--- src/x86ild_pkg.sv ---
`timescale 1ns / 1ps
// Shared definitions for the x86 instruction length decoder.
// Holds opcode constants, parser phase codes and the opcode classifier; no dependencies.
package x86ild_pkg;

    localparam int BYTE_W  = 8;
    localparam int TOTAL_W = 6;
    localparam int MINL_W  = 6;
    localparam int SKIP_W  = 4;
    localparam int IMM_W   = 3;
    localparam int MOD_W   = 2;
    localparam int PHASE_W = 3;

    // Parser phases
    localparam logic [PHASE_W-1:0] PH_IDLE   = 3'd0;
    localparam logic [PHASE_W-1:0] PH_OPCODE = 3'd1;
    localparam logic [PHASE_W-1:0] PH_MODRM  = 3'd2;
    localparam logic [PHASE_W-1:0] PH_SIB    = 3'd3;
    localparam logic [PHASE_W-1:0] PH_SKIP   = 3'd4;

    // Result status codes
    localparam logic STATUS_OK      = 1'b0;
    localparam logic STATUS_UNKNOWN = 1'b1;

    // Opcode ranges and single opcodes
    localparam logic [BYTE_W-1:0] OP_ONE_LO   = 8'h40;
    localparam logic [BYTE_W-1:0] OP_ONE_HI   = 8'h5F;
    localparam logic [BYTE_W-1:0] OP_NOP      = 8'h90;
    localparam logic [BYTE_W-1:0] OP_RET      = 8'hC3;
    localparam logic [BYTE_W-1:0] OP_MOV_LO   = 8'h88;
    localparam logic [BYTE_W-1:0] OP_MOV_HI   = 8'h8B;
    localparam logic [BYTE_W-1:0] OP_GRP1_I32 = 8'h81;
    localparam logic [BYTE_W-1:0] OP_GRP1_I8  = 8'h83;
    localparam logic [BYTE_W-1:0] OP_CALL     = 8'hE8;
    localparam logic [BYTE_W-1:0] OP_JMP      = 8'hE9;

    // ModR/M fields
    localparam logic [MOD_W-1:0] MOD_IND   = 2'd0;
    localparam logic [MOD_W-1:0] MOD_DISP8 = 2'd1;
    localparam logic [MOD_W-1:0] MOD_DISP32 = 2'd2;
    localparam logic [MOD_W-1:0] MOD_REG   = 2'd3;
    localparam logic [2:0]       RM_SIB    = 3'd4;
    localparam logic [2:0]       RM_DISP32 = 3'd5;

    typedef enum logic [2:0] {
        OPC_ONE_BYTE,
        OPC_MODRM,
        OPC_MODRM_I32,
        OPC_MODRM_I8,
        OPC_REL32,
        OPC_UNKNOWN
    } op_class_t;

    function automatic op_class_t classify_opcode(input logic [BYTE_W-1:0] b);
        op_class_t c;
        if ((b >= OP_ONE_LO && b <= OP_ONE_HI) || b == OP_NOP || b == OP_RET)
            c = OPC_ONE_BYTE;
        else if (b >= OP_MOV_LO && b <= OP_MOV_HI)
            c = OPC_MODRM;
        else if (b == OP_GRP1_I32)
            c = OPC_MODRM_I32;
        else if (b == OP_GRP1_I8)
            c = OPC_MODRM_I8;
        else if (b == OP_CALL || b == OP_JMP)
            c = OPC_REL32;
        else
            c = OPC_UNKNOWN;
        return c;
    endfunction

    // Displacement bytes implied by a mod field
    function automatic logic [SKIP_W-1:0] disp_for_mod(input logic [MOD_W-1:0] m);
        logic [SKIP_W-1:0] d;
        if (m == MOD_DISP8)
            d = 4'd1;
        else if (m == MOD_DISP32)
            d = 4'd4;
        else
            d = 4'd0;
        return d;
    endfunction

    // Clamp the configured minimum into 1..32
    function automatic logic [TOTAL_W-1:0] effective_min(input logic [MINL_W-1:0] m);
        logic [TOTAL_W-1:0] e;
        if (m == '0)
            e = 6'd1;
        else if (m > 6'd32)
            e = 6'd32;
        else
            e = m;
        return e;
    endfunction

endpackage

--- src/x86_instruction_length_decoder.sv ---
`timescale 1ns / 1ps
// Top level of the byte-serial x86 instruction length decoder.
// Depends on x86ild_pkg for opcode classes, phase codes and helper functions.
//
//  Channel  Direction  Handshake                Payload
//  -------  ---------  -----------------------  ---------------------------
//  in       sink       in_valid  / in_stall     code_byte, start_req
//  out      source     out_valid / out_stall    status, total_length
//  cfg      sink       cfg_valid / cfg_ready    min_length
//
// One byte per cycle sustained while the output is not stalled. A beat lands in
// the input register; once the output register is free, the parser logic
// updates phase and counters and loads at most one result into the output
// register. in_stall rises only while the output register holds an untaken
// result and the input register holds a beat waiting for it. Reset clears all
// control state and sets the minimum length to 5.
module x86_instruction_length_decoder
    import x86ild_pkg::*;
(
    input  logic                clk,
    input  logic                rst_n,

    input  logic                in_valid,
    output logic                in_stall,
    input  logic [BYTE_W-1:0]   code_byte,
    input  logic                start_req,

    output logic                out_valid,
    input  logic                out_stall,
    output logic                status,
    output logic [TOTAL_W-1:0]  total_length,

    input  logic                cfg_valid,
    output logic                cfg_ready,
    input  logic [MINL_W-1:0]   min_length
);

    // Input register
    logic                in_valid_reg;
    logic [BYTE_W-1:0]   byte_reg;
    logic                start_reg;

    // Parser state
    logic [PHASE_W-1:0]  phase_reg,     phase_next;
    logic [TOTAL_W-1:0]  total_reg,     total_next;
    logic [SKIP_W-1:0]   skip_reg,      skip_next;
    logic [IMM_W-1:0]    imm_reg,       imm_next;
    logic [MOD_W-1:0]    mod_reg,       mod_next;
    logic [MINL_W-1:0]   min_len_reg;

    // Output register
    logic                out_valid_reg;
    logic                status_reg,    status_next;
    logic [TOTAL_W-1:0]  length_reg,    length_next;
    logic                emit_next;

    logic                out_free;
    logic                advance;
    logic                in_take;

    // The output register can load when empty or when its beat is taken now.
    assign out_free  = !out_valid_reg || !out_stall;
    assign advance   = in_valid_reg && out_free;
    // Hold the input beat while the parser cannot advance.
    assign in_stall  = in_valid_reg && !out_free;
    assign in_take   = in_valid && !in_stall;

    assign cfg_ready    = 1'b1;
    assign out_valid    = out_valid_reg;
    assign status       = status_reg;
    assign total_length = length_reg;

    // Parser: one byte through phase, counters and result decision.
    always_comb
    begin
        logic [PHASE_W-1:0]  ph;
        logic [TOTAL_W-1:0]  tot;
        logic [SKIP_W-1:0]   skp;
        logic [IMM_W-1:0]    imm;
        logic [MOD_W-1:0]    md;
        logic [TOTAL_W-1:0]  emin;
        logic                operand_done;
        logic                boundary;
        logic [SKIP_W-1:0]   extra;
        logic [SKIP_W-1:0]   skp_sum;
        op_class_t           cls;

        ph   = phase_reg;
        tot  = total_reg;
        skp  = skip_reg;
        imm  = imm_reg;
        md   = mod_reg;
        emin = effective_min(min_len_reg);
        operand_done = 1'b0;
        boundary     = 1'b0;
        extra        = '0;
        skp_sum      = '0;
        cls          = classify_opcode(byte_reg);

        status_next = STATUS_OK;
        length_next = '0;
        emit_next   = 1'b0;

        // A start drops any partial instruction and restarts the count.
        if (start_reg)
        begin
            ph  = PH_OPCODE;
            tot = '0;
            skp = '0;
            imm = '0;
            md  = '0;
        end

        if (ph != PH_IDLE)
        begin
            tot = tot + 6'd1;
            unique case (ph)
                PH_OPCODE:
                begin
                    imm = '0;
                    unique case (cls)
                        OPC_ONE_BYTE:  boundary = 1'b1;
                        OPC_MODRM:     ph = PH_MODRM;
                        OPC_MODRM_I32:
                        begin
                            imm = 3'd4;
                            ph  = PH_MODRM;
                        end
                        OPC_MODRM_I8:
                        begin
                            imm = 3'd1;
                            ph  = PH_MODRM;
                        end
                        OPC_REL32:
                        begin
                            skp = 4'd4;
                            ph  = PH_SKIP;
                        end
                        default:
                        begin
                            // Unknown opcode: report and go quiet until next start.
                            status_next = STATUS_UNKNOWN;
                            length_next = '0;
                            emit_next   = 1'b1;
                            ph          = PH_IDLE;
                        end
                    endcase
                end
                PH_MODRM:
                begin
                    md = byte_reg[7:6];
                    priority if (md == MOD_REG)
                    begin
                        operand_done = 1'b1;
                        extra        = '0;
                    end
                    else if (byte_reg[2:0] == RM_SIB)
                        ph = PH_SIB;
                    else if (md == MOD_IND && byte_reg[2:0] == RM_DISP32)
                    begin
                        operand_done = 1'b1;
                        extra        = 4'd4;
                    end
                    else
                    begin
                        operand_done = 1'b1;
                        extra        = disp_for_mod(md);
                    end
                end
                PH_SIB:
                begin
                    operand_done = 1'b1;
                    if (mod_reg == MOD_IND && byte_reg[2:0] == RM_DISP32)
                        extra = 4'd4;
                    else
                        extra = disp_for_mod(mod_reg);
                end
                PH_SKIP:
                begin
                    if (skp != '0)
                        skp = skp - 4'd1;
                    if (skp == '0)
                        boundary = 1'b1;
                end
                default:
                    ph = PH_IDLE;
            endcase

            // Displacement plus any pending immediate still to pass over.
            if (operand_done)
            begin
                skp_sum = extra + {1'b0, imm};
                skp     = skp_sum;
                if (skp_sum == '0)
                    boundary = 1'b1;
                else
                    ph = PH_SKIP;
            end

            // Instruction complete: stop once the minimum is covered.
            if (boundary)
            begin
                if (tot >= emin)
                begin
                    status_next = STATUS_OK;
                    length_next = tot;
                    emit_next   = 1'b1;
                    ph          = PH_IDLE;
                end
                else
                    ph = PH_OPCODE;
            end
        end

        phase_next = ph;
        total_next = tot;
        skip_next  = skp;
        imm_next   = imm;
        mod_next   = md;
    end

    // Input register: load on an accepted beat, drop once parsed.
    always_ff @(posedge clk or negedge rst_n)
    begin
        if (!rst_n)
            in_valid_reg <= 1'b0;
        else if (in_take)
            in_valid_reg <= 1'b1;
        else if (advance)
            in_valid_reg <= 1'b0;
    end

    always_ff @(posedge clk)
    begin
        if (in_take)
        begin
            byte_reg  <= code_byte;
            start_reg <= start_req;
        end
    end

    // Parser state and configuration
    always_ff @(posedge clk or negedge rst_n)
    begin
        if (!rst_n)
        begin
            phase_reg   <= PH_IDLE;
            total_reg   <= '0;
            skip_reg    <= '0;
            imm_reg     <= '0;
            mod_reg     <= '0;
            min_len_reg <= 6'd5;
        end
        else
        begin
            if (advance)
            begin
                phase_reg <= phase_next;
                total_reg <= total_next;
                skip_reg  <= skip_next;
                imm_reg   <= imm_next;
                mod_reg   <= mod_next;
            end
            if (cfg_valid && cfg_ready)
                min_len_reg <= min_length;
        end
    end

    // Output register: advance on a new result, drop a taken beat.
    always_ff @(posedge clk or negedge rst_n)
    begin
        if (!rst_n)
            out_valid_reg <= 1'b0;
        else if (advance && emit_next)
            out_valid_reg <= 1'b1;
        else if (!out_stall)
            out_valid_reg <= 1'b0;
    end

    always_ff @(posedge clk)
    begin
        if (advance && emit_next)
        begin
            status_reg <= status_next;
            length_reg <= length_next;
        end
    end

endmodule

--- config.mk ---
export PLATFORM = sky130hd
export DESIGN_NAME = x86_instruction_length_decoder
export DESIGN_NICKNAME = d
export VERILOG_FILES = /design/src/x86ild_pkg.sv /design/src/x86_instruction_length_decoder.sv
export SDC_FILE = /design/constraint.sdc
export NUM_CORES = 1
export LEC_CHECK = 0
export BUFFER_PORTS_ARGS = -buffer_cell sky130_fd_sc_hd__buf_4
export CAP_MARGIN = 10
export CORE_ASPECT_RATIO = 1.4
export CORE_MARGIN = 4
export CORE_UTILIZATION = 55
export CTS_CLUSTER_DIAMETER = 60
export CTS_CLUSTER_SIZE = 10
export DETAILED_ROUTE_END_ITERATION = 8
export MAX_ROUTING_LAYER = met4
export PLACE_DENSITY = 0.76
export SLEW_MARGIN = 20
export SYNTH_ARGS = -nofsm -noshare
export SYNTH_HDL_FRONTEND = slang
export SYNTH_SLANG_ARGS = --single-unit
--- constraint.sdc ---
create_clock -name clk -period 4.2 [get_ports clk]
set_input_delay 0.84 -clock clk [delete_from_list [all_inputs] [get_ports clk]]
set_output_delay 0.84 -clock clk [all_outputs]
set_load 0.01 [all_outputs]
* Yosys cells after proc, flatten, opt, wreduce, memory -nomap -nowiden
Cells that the tools add are included.
** Word-level totals
- Register bits after elaboration :: 42
- Bits of input ports :: 20
- Output and inout bits :: 10
- Word-level logic and storage cells :: 138
** Cells by class
- Add/sub/neg operators :: 3
- Order comparisons :: 6
- Equality and inequality tests :: 22
- Muxes and demuxes :: 66
- Reduce and logical (&&, ||, !) cells :: 29
** Operators with widths (count)
- $mux 3 :: 23
- $eq 8x8->1 const B :: 6
- $mux 4 :: 8
- $mux 6 :: 4
- $mux 1 :: 21
- $pmux 3 s3 :: 2
- $eq 3x2->1 const B :: 4
- $eq 3x3->1 const B :: 4
- $pmux 3 s2 :: 2
- $ge 8x7->1 const B :: 1
- $ge 8x8->1 const B :: 1
- $le 8x7->1 const B :: 1
- $le 8x8->1 const B :: 1
- $logic_and 1x1->1 :: 8
- $logic_not 4->1 :: 2
- $pmux 4 s2 :: 1
- $add 6x1->6 const B :: 1
- $eq 2x2->1 const B :: 3
- $eq 3x1->1 const B :: 2
- $ge 6x6->1 :: 1
- $gt 6x6->1 const B :: 1
- $logic_not 6->1 :: 1
- $mux 2 :: 3
- $reduce_or 5->1 :: 1
- other kinds (15) :: 24

* Depth between registers and ports, before layout
Gate-level depths: netlist (run 1).
- Depth in word-level cells :: 20
- Depth in mapped cells :: 14

* Least setup slack after synthesis (run 1)
OpenSTA, ideal clock, no wires.
- Kind :: flip-flop to flip-flop
- Start :: register phase_reg[0]
- End :: register status_reg (netlist: status) (enable)
- Library setup time :: 0.338 ns
- Arrival :: 2.932 ns
- Required time :: 3.862 ns
- Path slack :: 0.930 ns
- Cell stages (with the launch flop) :: 14
- Buffers on the path :: 2
- Period minus slack after synthesis :: 3.270 ns
- Cell sequence :: dfrtp_1 > buf_4 > nor2b_1 > a21oi_1 > buf_2 > o21ai_0 > ha_1 > ha_1 > xor2_1 > or3_1 > a2111oi_1 > a221oi_2 > nand2b_4 > a21oi_2
** On the way
- Cells in the longest elaborated chain, start to end :: 12
** Ends and longest elaborated chain
- start, declared :: RTL line x86_instruction_length_decoder.sv:44 : logic [PHASE_W-1:0] phase_reg, phase_next;
- start signal, assigned :: RTL line x86_instruction_length_decoder.sv:258 : phase_reg <= phase_next;
- $mux 3 (*) :: RTL line x86_instruction_length_decoder.sv:105 : if (start_reg)
- $eq 3x2->1 or $eq 3x1->1 (tied branches) :: RTL line x86_instruction_length_decoder.sv:117 : unique case (ph)
- $pmux 3 s2 or $mux 3 (tied branches) :: RTL line x86_instruction_length_decoder.sv:117
- $mux 4 or $mux 3 (tied branches) :: RTL line x86_instruction_length_decoder.sv:114 : if (ph != PH_IDLE)
- $add 4x3->4 :: RTL line x86_instruction_length_decoder.sv:192 : skp_sum = extra + {1'b0, imm};
- $logic_not 4->1 :: RTL line x86_instruction_length_decoder.sv:194 : if (skp_sum == '0)
- $mux 1 :: RTL line x86_instruction_length_decoder.sv:194
- $mux 1 :: RTL line x86_instruction_length_decoder.sv:190 : if (operand_done)
- $mux 1 :: RTL line x86_instruction_length_decoder.sv:114
- $mux 1 :: RTL line x86_instruction_length_decoder.sv:201 : if (boundary)
- $mux 1 (*) :: RTL line x86_instruction_length_decoder.sv:114
- $logic_and 1x1->1 (*) :: RTL line x86_instruction_length_decoder.sv:282 : if (advance && emit_next)
- end signal, assigned :: RTL line x86_instruction_length_decoder.sv:284 : status_reg <= status_next;
- end, declared :: RTL line x86_instruction_length_decoder.sv:53 : logic status_reg, status_next;
Every way passes the cells marked *; elsewhere a longest branch is shown, timed or not. The select of a mux whose other input is x is not followed.
A chain may end at the register's enable or synchronous reset.

* Worst setup path in the final report (run 1)
- Start :: register phase_reg[2]
- End :: register length_reg[5] (netlist: total_length[5]) (enable)
** On the way
- Cells in the longest elaborated chain, start to end :: 12
** Ends and longest elaborated chain
- $mux 3 (*) :: RTL line x86_instruction_length_decoder.sv:105
- $eq 3x2->1 or $eq 3x1->1 (tied branches) :: RTL line x86_instruction_length_decoder.sv:117
- $pmux 3 s2 or $mux 3 (tied branches) :: RTL line x86_instruction_length_decoder.sv:117
- $mux 4 or $mux 3 (tied branches) :: RTL line x86_instruction_length_decoder.sv:114
- $add 4x3->4 :: RTL line x86_instruction_length_decoder.sv:192
- $logic_not 4->1 :: RTL line x86_instruction_length_decoder.sv:194
- $mux 1 :: RTL line x86_instruction_length_decoder.sv:194
- $mux 1 :: RTL line x86_instruction_length_decoder.sv:190
- $mux 1 :: RTL line x86_instruction_length_decoder.sv:114
- $mux 1 :: RTL line x86_instruction_length_decoder.sv:201
- $mux 1 (*) :: RTL line x86_instruction_length_decoder.sv:114
- $logic_and 1x1->1 (*) :: RTL line x86_instruction_length_decoder.sv:282
- end signal, assigned :: RTL line x86_instruction_length_decoder.sv:285 : length_reg <= length_next;
- end, declared :: RTL line x86_instruction_length_decoder.sv:54 : logic [TOTAL_W-1:0] length_reg, length_next;
Marks and branches as above.

==> results.toml, run 1 <==
[layout]
final_common_cell = "nand2_1"
finalNonFillerCells = 360
num-nets-final = 328
utilization_pct = 63.8
drive_gt1_share_pct = 17.8
diodes = 0
largest_reg_flops = 8
layout_common_cells = "nand2_1, buf_4, nor2_1, dfrtp_1, o21ai_0"
syn_to_final_growth_pct = 12.6

[critical_path]
cp.arrival_ns = 3.73
worstPathMaxFanout = 12
cp_cell_sequence = "nor2b_1 > a21oi_1 > o21ai_0 > ha_1 > ha_1 > or3_1 > a2111oi_1 > a221oi_2 > nand2b_4 > a21oi_2"
r2r_cells = 10
slowest_delay_ns = 0.61
start_kind = "flip-flop"
reg2reg_to = "total_length[5]"
cp_common_cell = "ha_1"
crit_slowest_cell = "a21oi_1"
path_class = "flip-flop to flip-flop"
worst_setup_path_end_kind = "flip-flop"
worst_ep_required_time_ns = 4.17
r2r_setup_slack_ns = 0.44
r2r_start = "phase_reg[2]"

[synthesis]
synth_compound_area_share_pct = 18.6
syn_avg_cell_area_um2 = 9.45
muxShareOfSynthArea_pct = 2.97
synth_cell_type_count = 58
async_flop_share_pct = 61.9
ys_ff_latch = 42
synth_seq_area_share_pct = 44.1
synth_xor_area_share_pct = 1.70
yosys.area_share.simple_pct = 23.0
synth_fa_ha_area_share_pct = 5.36
mappedNetlistArea_mm2 = 0.00257
synth_edf_count = 16
yosys_most_used_dff = "dfrtp_1"
synth_top_family_by_area = "simple AND/OR/NAND/NOR gates"
ys_warn_count = 0
synth_fp_nets = 303
netlist_instances = 272

[timing]
tns_ns = 0
rsz0062_at_grt = "false"
finalClockSkew_ns = 0.0100
hold_viol = 0
finalSetupViolCount = 0
fin_hold_ws_ns = 0.447
final-max-slew-violation-count = 0
slew_headroom_pct = 51.5
fmax_mhz = 266
fin_crit_ns = 3.76
worstMarginPinSlew_ns = 0.727
period_share_pct = 89.6

[grt]
grt_pass1_vias = 1958
antenna_found_initial = 0
grt_max_degree = 27
gr-total-overflow = 0
grt_pass1_wl_um = 8790
track_usage_pct = 20.3

[clock_tree]
ctsResizeCount = 0
cts-hold-fix-buffers = 0
cts_tree = "done"
cts_made_buffers = 5
cts_setup_buffers = 0
clockBufferDepth = 2
cts-root-buf = "clkbuf_8"
clk_latency_ns = 0.30
cts-htree-levels = 2
clkTransAtPathRegs_ns = 0.08
cts_num_sinks = 42

[power_and_ir_drop]
peakVddDrop_v = 0.000230
leakage_nw = 1.23
power.density_mw_per_mm2 = 320
finalPower_mw = 0.927

[hold_path]
hold_class = "input pin to async pin"

[drt]
vias = 2024
routed_wl_um = 5260
initialDrtViolationCount = 81
drc = 0
ant_nets = 0
viasPerCell = 5.62
drt-pass1-iter-count = 4
wl_per_cell_um = 14.6

[floorplanning]
dieArea_mm2 = 0.00585
dieWidth_um = 65.8
rows = 29
die_y_um = 88.9
start_util_pct = 56.7
coreArea_mm2 = 0.00454
pin_count = 30

[place]
gp_congestion = 0.910
dp_cells = 352
post-dp-hpwl_um = 3950
io_buffer_count = 28

[flow_run]
cap_violations = 0

[run_status]
status = "completed"
## Yosys cell counts (3+ instances only)
| cell | n | share of area [%] |
|---|---|---|
| a31oi_1 | 6 | 1.5 |
| edfxtp_1 | 16 | 19 |
| and2_1 | 3 | 0.73 |
| mux2_2 | 5 | 2.2 |
| nand2b_1 | 5 | 1.2 |
| nor3_1 | 5 | 0.97 |
| o22ai_1 | 3 | 0.73 |
| nand2_1 | 34 | 5.0 |
| nor2b_1 | 7 | 1.7 |
| ha_1 | 11 | 5.4 |
| o211ai_1 | 3 | 0.88 |
| clkbuf_1 | 6 | 0.88 |
| nor2_1 | 26 | 3.8 |
| xor2_1 | 4 | 1.4 |
| dfrtp_1 | 24 | 23 |
| o21a_1 | 4 | 1.2 |
| a22o_1 | 3 | 1.0 |
| buf_4 | 3 | 0.88 |
| inv_1 | 11 | 1.6 |
| nand3_1 | 10 | 1.9 |
| and3_1 | 3 | 0.73 |
| a21oi_1 | 14 | 2.7 |
| o31ai_1 | 3 | 0.88 |
| o21ai_0 | 18 | 3.5 |
| nor3b_1 | 3 | 0.88 |
## layout make-up
cell class,instances,area (µm²)
clock buffers,6,72.6
clock inverters,2,13.8
fillers,397,1640
inverters,11,41.3
multi-input cells,207,1330
flip-flops and latches,42,1130
well taps,62,77.6
repair buffers,30,225
## routing by layer
| metal | vias up | GRT usage, % | part of all wire (%) |
|---|---|---|---|
| li1 | 1039 | - | - |
| met4 | 0 | 10.0 | 3.1 |
| met5 | - | - | 0 |
| met3 | 14 | 3.30 | 3.4 |
| met2 | 43 | 32.8 | 48 |
| met1 | 928 | 24.5 | 46 |
## cells by family after synthesis
logic type	count (synthesis)
and+or+nand+nor	113
AOI/OAI and AO/OA	70
DFF	42
buffers and inverters	23
adders and majority gates	11
muxes	7
xor gates and xnor gates	5
other	1
## critical path, delay by kind of cell, from the launching register on
| kind | cells | cell delay (ns) |
|---|---|---|
| AOI/OAI and AO/OA | 5 | 1.71 |
| adders and majority gates | 2 | 0.54 |
| DFF | 1 | 0.48 |
| and+or+nand+nor | 3 | 0.71 |
## worst max path at each step
stage                            start              end  slack [ns]
after global placement    phase_reg[2]  total_length[1]        0.53
after CTS                 phase_reg[2]  total_length[5]        0.40
after floorplan           phase_reg[0]           status        0.93
final                     phase_reg[2]  total_length[5]        0.44
after detailed placement  phase_reg[2]  total_length[2]        0.41
after global routing      phase_reg[2]  total_length[4]        0.03
## report_power, final
part           total [mW]  leakage [nW]  switching [mW]  internal [mW]
clock network       0.256        0.0452           0.139          0.117
registers           0.487         0.494          0.0257          0.461
logic               0.184         0.695           0.109         0.0754
## per-stage QoR
step / area, µm² / setup slack, ns
4_1_cts: 2890 / 0.397
5_1_grt: 2890 / 0.0329
2_1_floorplan: 2570 / 0.930
3_5_place_dp: 2810 / 0.406
3_3_place_gp: 2810 / 0.535
6_report: 2890 / 0.438
Power figures use the tool's default switching activity.
==> run 2: changes to the inputs <==
- CORE_UTILIZATION: 55 -> 58
- MAX_ROUTING_LAYER: met4 -> not set
- PLACE_DENSITY: 0.76 -> 0.79
- clock period: 4.2 -> 3.7 ns (I/O delays scaled with it)
==> run 2 against run 1 <==
  * Register-to-register slack got worse by 0.05 ns
  * Die area down 4.6%
  * Clock skew up 0.0056 ns
  * Flip-flop and latch count stayed put
  * Sequential share of layout area fell by 0.75 points
  * Non-clock buffer count grew 5
  * First-iteration DRC count increased by 65%
  * Clock power grew 21%
  * Combinational power is 19% higher
  * Critical path type unchanged
  * Largest power group unchanged
  * Highest routed layer unchanged
==> results.toml, run 2 (same netlist as run 1, synthesis figures left out) <==
[drt]
viasPerCell = 5.75
routed_wl_um = 5480
drt-pass1-iter-count = 4
initialDrtViolationCount = 134
drc = 0
wl_per_cell_um = 15.1
vias = 2087
ant_nets = 0

[timing]
finalSetupViolCount = 0
final-max-slew-violation-count = 0
period_share_pct = 89.6
finalClockSkew_ns = 0.0156
hold_viol = 0
rsz0062_at_grt = "false"
worstMarginPinSlew_ns = 0.698
fmax_mhz = 301
fin_crit_ns = 3.32
slew_headroom_pct = 53.0
tns_ns = 0

[critical_path]
worst_ep_required_time_ns = 3.68
worstPathMaxFanout = 7
cp_cell_sequence = "nand2b_1 > mux2i_1 > nor3_1 > a21oi_1 > nor2_1 > ha_1 > xor2_1 > or3_1 > a2111oi_1 > a221oi_2 > nand2b_4 > a21oi_4"
reg2reg_to = "total_length[5]"
r2r_cells = 12
start_kind = "flip-flop"
cp-endpoint = "total_length[5]"
r2r_setup_slack_ns = 0.38
crit_path_start = "byte_reg[1]"
slowest_delay_ns = 0.46
cp.arrival_ns = 3.30
r2r_start = "byte_reg[1]"
worst_setup_path_end_kind = "flip-flop"
crit_slowest_cell = "edfxtp_1"
path_class = "flip-flop to flip-flop"

[clock_tree]
clk_latency_ns = 0.30
clkTransAtPathRegs_ns = 0.09
cts-root-buf = "clkbuf_8"
cts-hold-fix-buffers = 0
cts_setup_buffers = 0
cts_tree = "done"
cts_made_buffers = 5
cts-htree-levels = 2
cts_num_sinks = 42
clockBufferDepth = 2

[flow_run]
cap_violations = 0

[layout]
syn_to_final_growth_pct = 14.8
final_area_mm2 = 0.00295
final_common_cell = "buf_4"
num-nets-final = 333
largest_reg_flops = 8
utilization_pct = 69.0
drive_gt1_share_pct = 19.8
layout_common_cells = "buf_4, nand2_1, nor2_1, dfrtp_1, o21ai_0"
diodes = 0
finalNonFillerCells = 363

[power_and_ir_drop]
peakVddDrop_v = 0.000326
leakage_nw = 1.26
power.density_mw_per_mm2 = 367

[place]
placed_area_mm2 = 0.00284
post-dp-hpwl_um = 4090
dp_cells = 355
gp_congestion = 0.907
io_buffer_count = 28

[floorplanning]
dieWidth_um = 64.3
rows = 28
coreArea_mm2 = 0.00427
pin_count = 30
die_y_um = 86.8
dieArea_mm2 = 0.00558
start_util_pct = 60.1

[grt]
track_usage_pct = 21.2
grt_max_degree = 27
grt_pass1_vias = 1958
antenna_found_initial = 0
grt_pass1_wl_um = 9290
gr-total-overflow = 0

[run_status]
status = "completed"

[hold_path]
hold_class = "input pin to async pin"
## run 2: how the worst min path moves through the flow
stage / from / to / slack [ns] / depth (start not counted)
detailed placement: total_reg[0] / total_reg[0] / 0.47 / 2
global placement: total_reg[0] / total_reg[0] / 0.46 / 2
floorplan: rst_n / imm_reg[0] / 0.44 / 0
global route: rst_n / total_reg[0] / 0.37 / 1
finish: rst_n / skip_reg[3] / 0.34 / 1
CTS: rst_n / skip_reg[0] / 0.35 / 1
## run 2: report_power, final
part / switching (mW) / total (mW) / internal (mW)
Clock: 0.160 / 0.310 / 0.150
Sequential: 0.0294 / 0.553 / 0.524
Combinational: 0.129 / 0.219 / 0.0905
Total: 0.318 / 1.08 / 0.764
## run 2: final cells by class
type	count	area, µm²
Inverter	11	41.3
Clock inverter	2	12.5
Multi-Input combinational cell	207	1340
Fill cell	359	1320
Clock buffer	6	82.6
Timing Repair Buffer	35	263
Tap cell	60	75.1
Sequential cell	42	1130
## run 2: metrics by stage
step	power [mW]	setup slack (ns)	hold WS (ns)
after floorplan	0.703	0.430	0.442
after global placement	0.773	0.331	0.457
final	1.08	0.383	0.342
after CTS	1.08	0.259	0.350
after global routing	1.14	0.111	0.367
after detailed placement	0.778	0.285	0.470
## run 2: timing repair
action	in CTS	in global routing
setup endpoints to repair	0	7
endpoints found under the hold margin	0	0
resized for setup	0	2
## run 2: layer usage
layer	vias up	share of wire (%)	GRT usage (%)	routed length, µm
met1	988	43	26.9	2380
met5	-	0	0	0
met4	0	1.1	6.73	58
met2	38	52	36.7	2860
met3	5	3.2	3.89	174
li1	1056	-	-	-
## run 2: worst max-delay path, delay by kind of cell (launching register included)
kind / cells / cell delay, ns
simple gates: 5 / 0.94
flops: 1 / 0.46
fa+ha+maj: 1 / 0.32
mux: 1 / 0.21
xor+xnor: 1 / 0.15
compound gates: 4 / 0.91
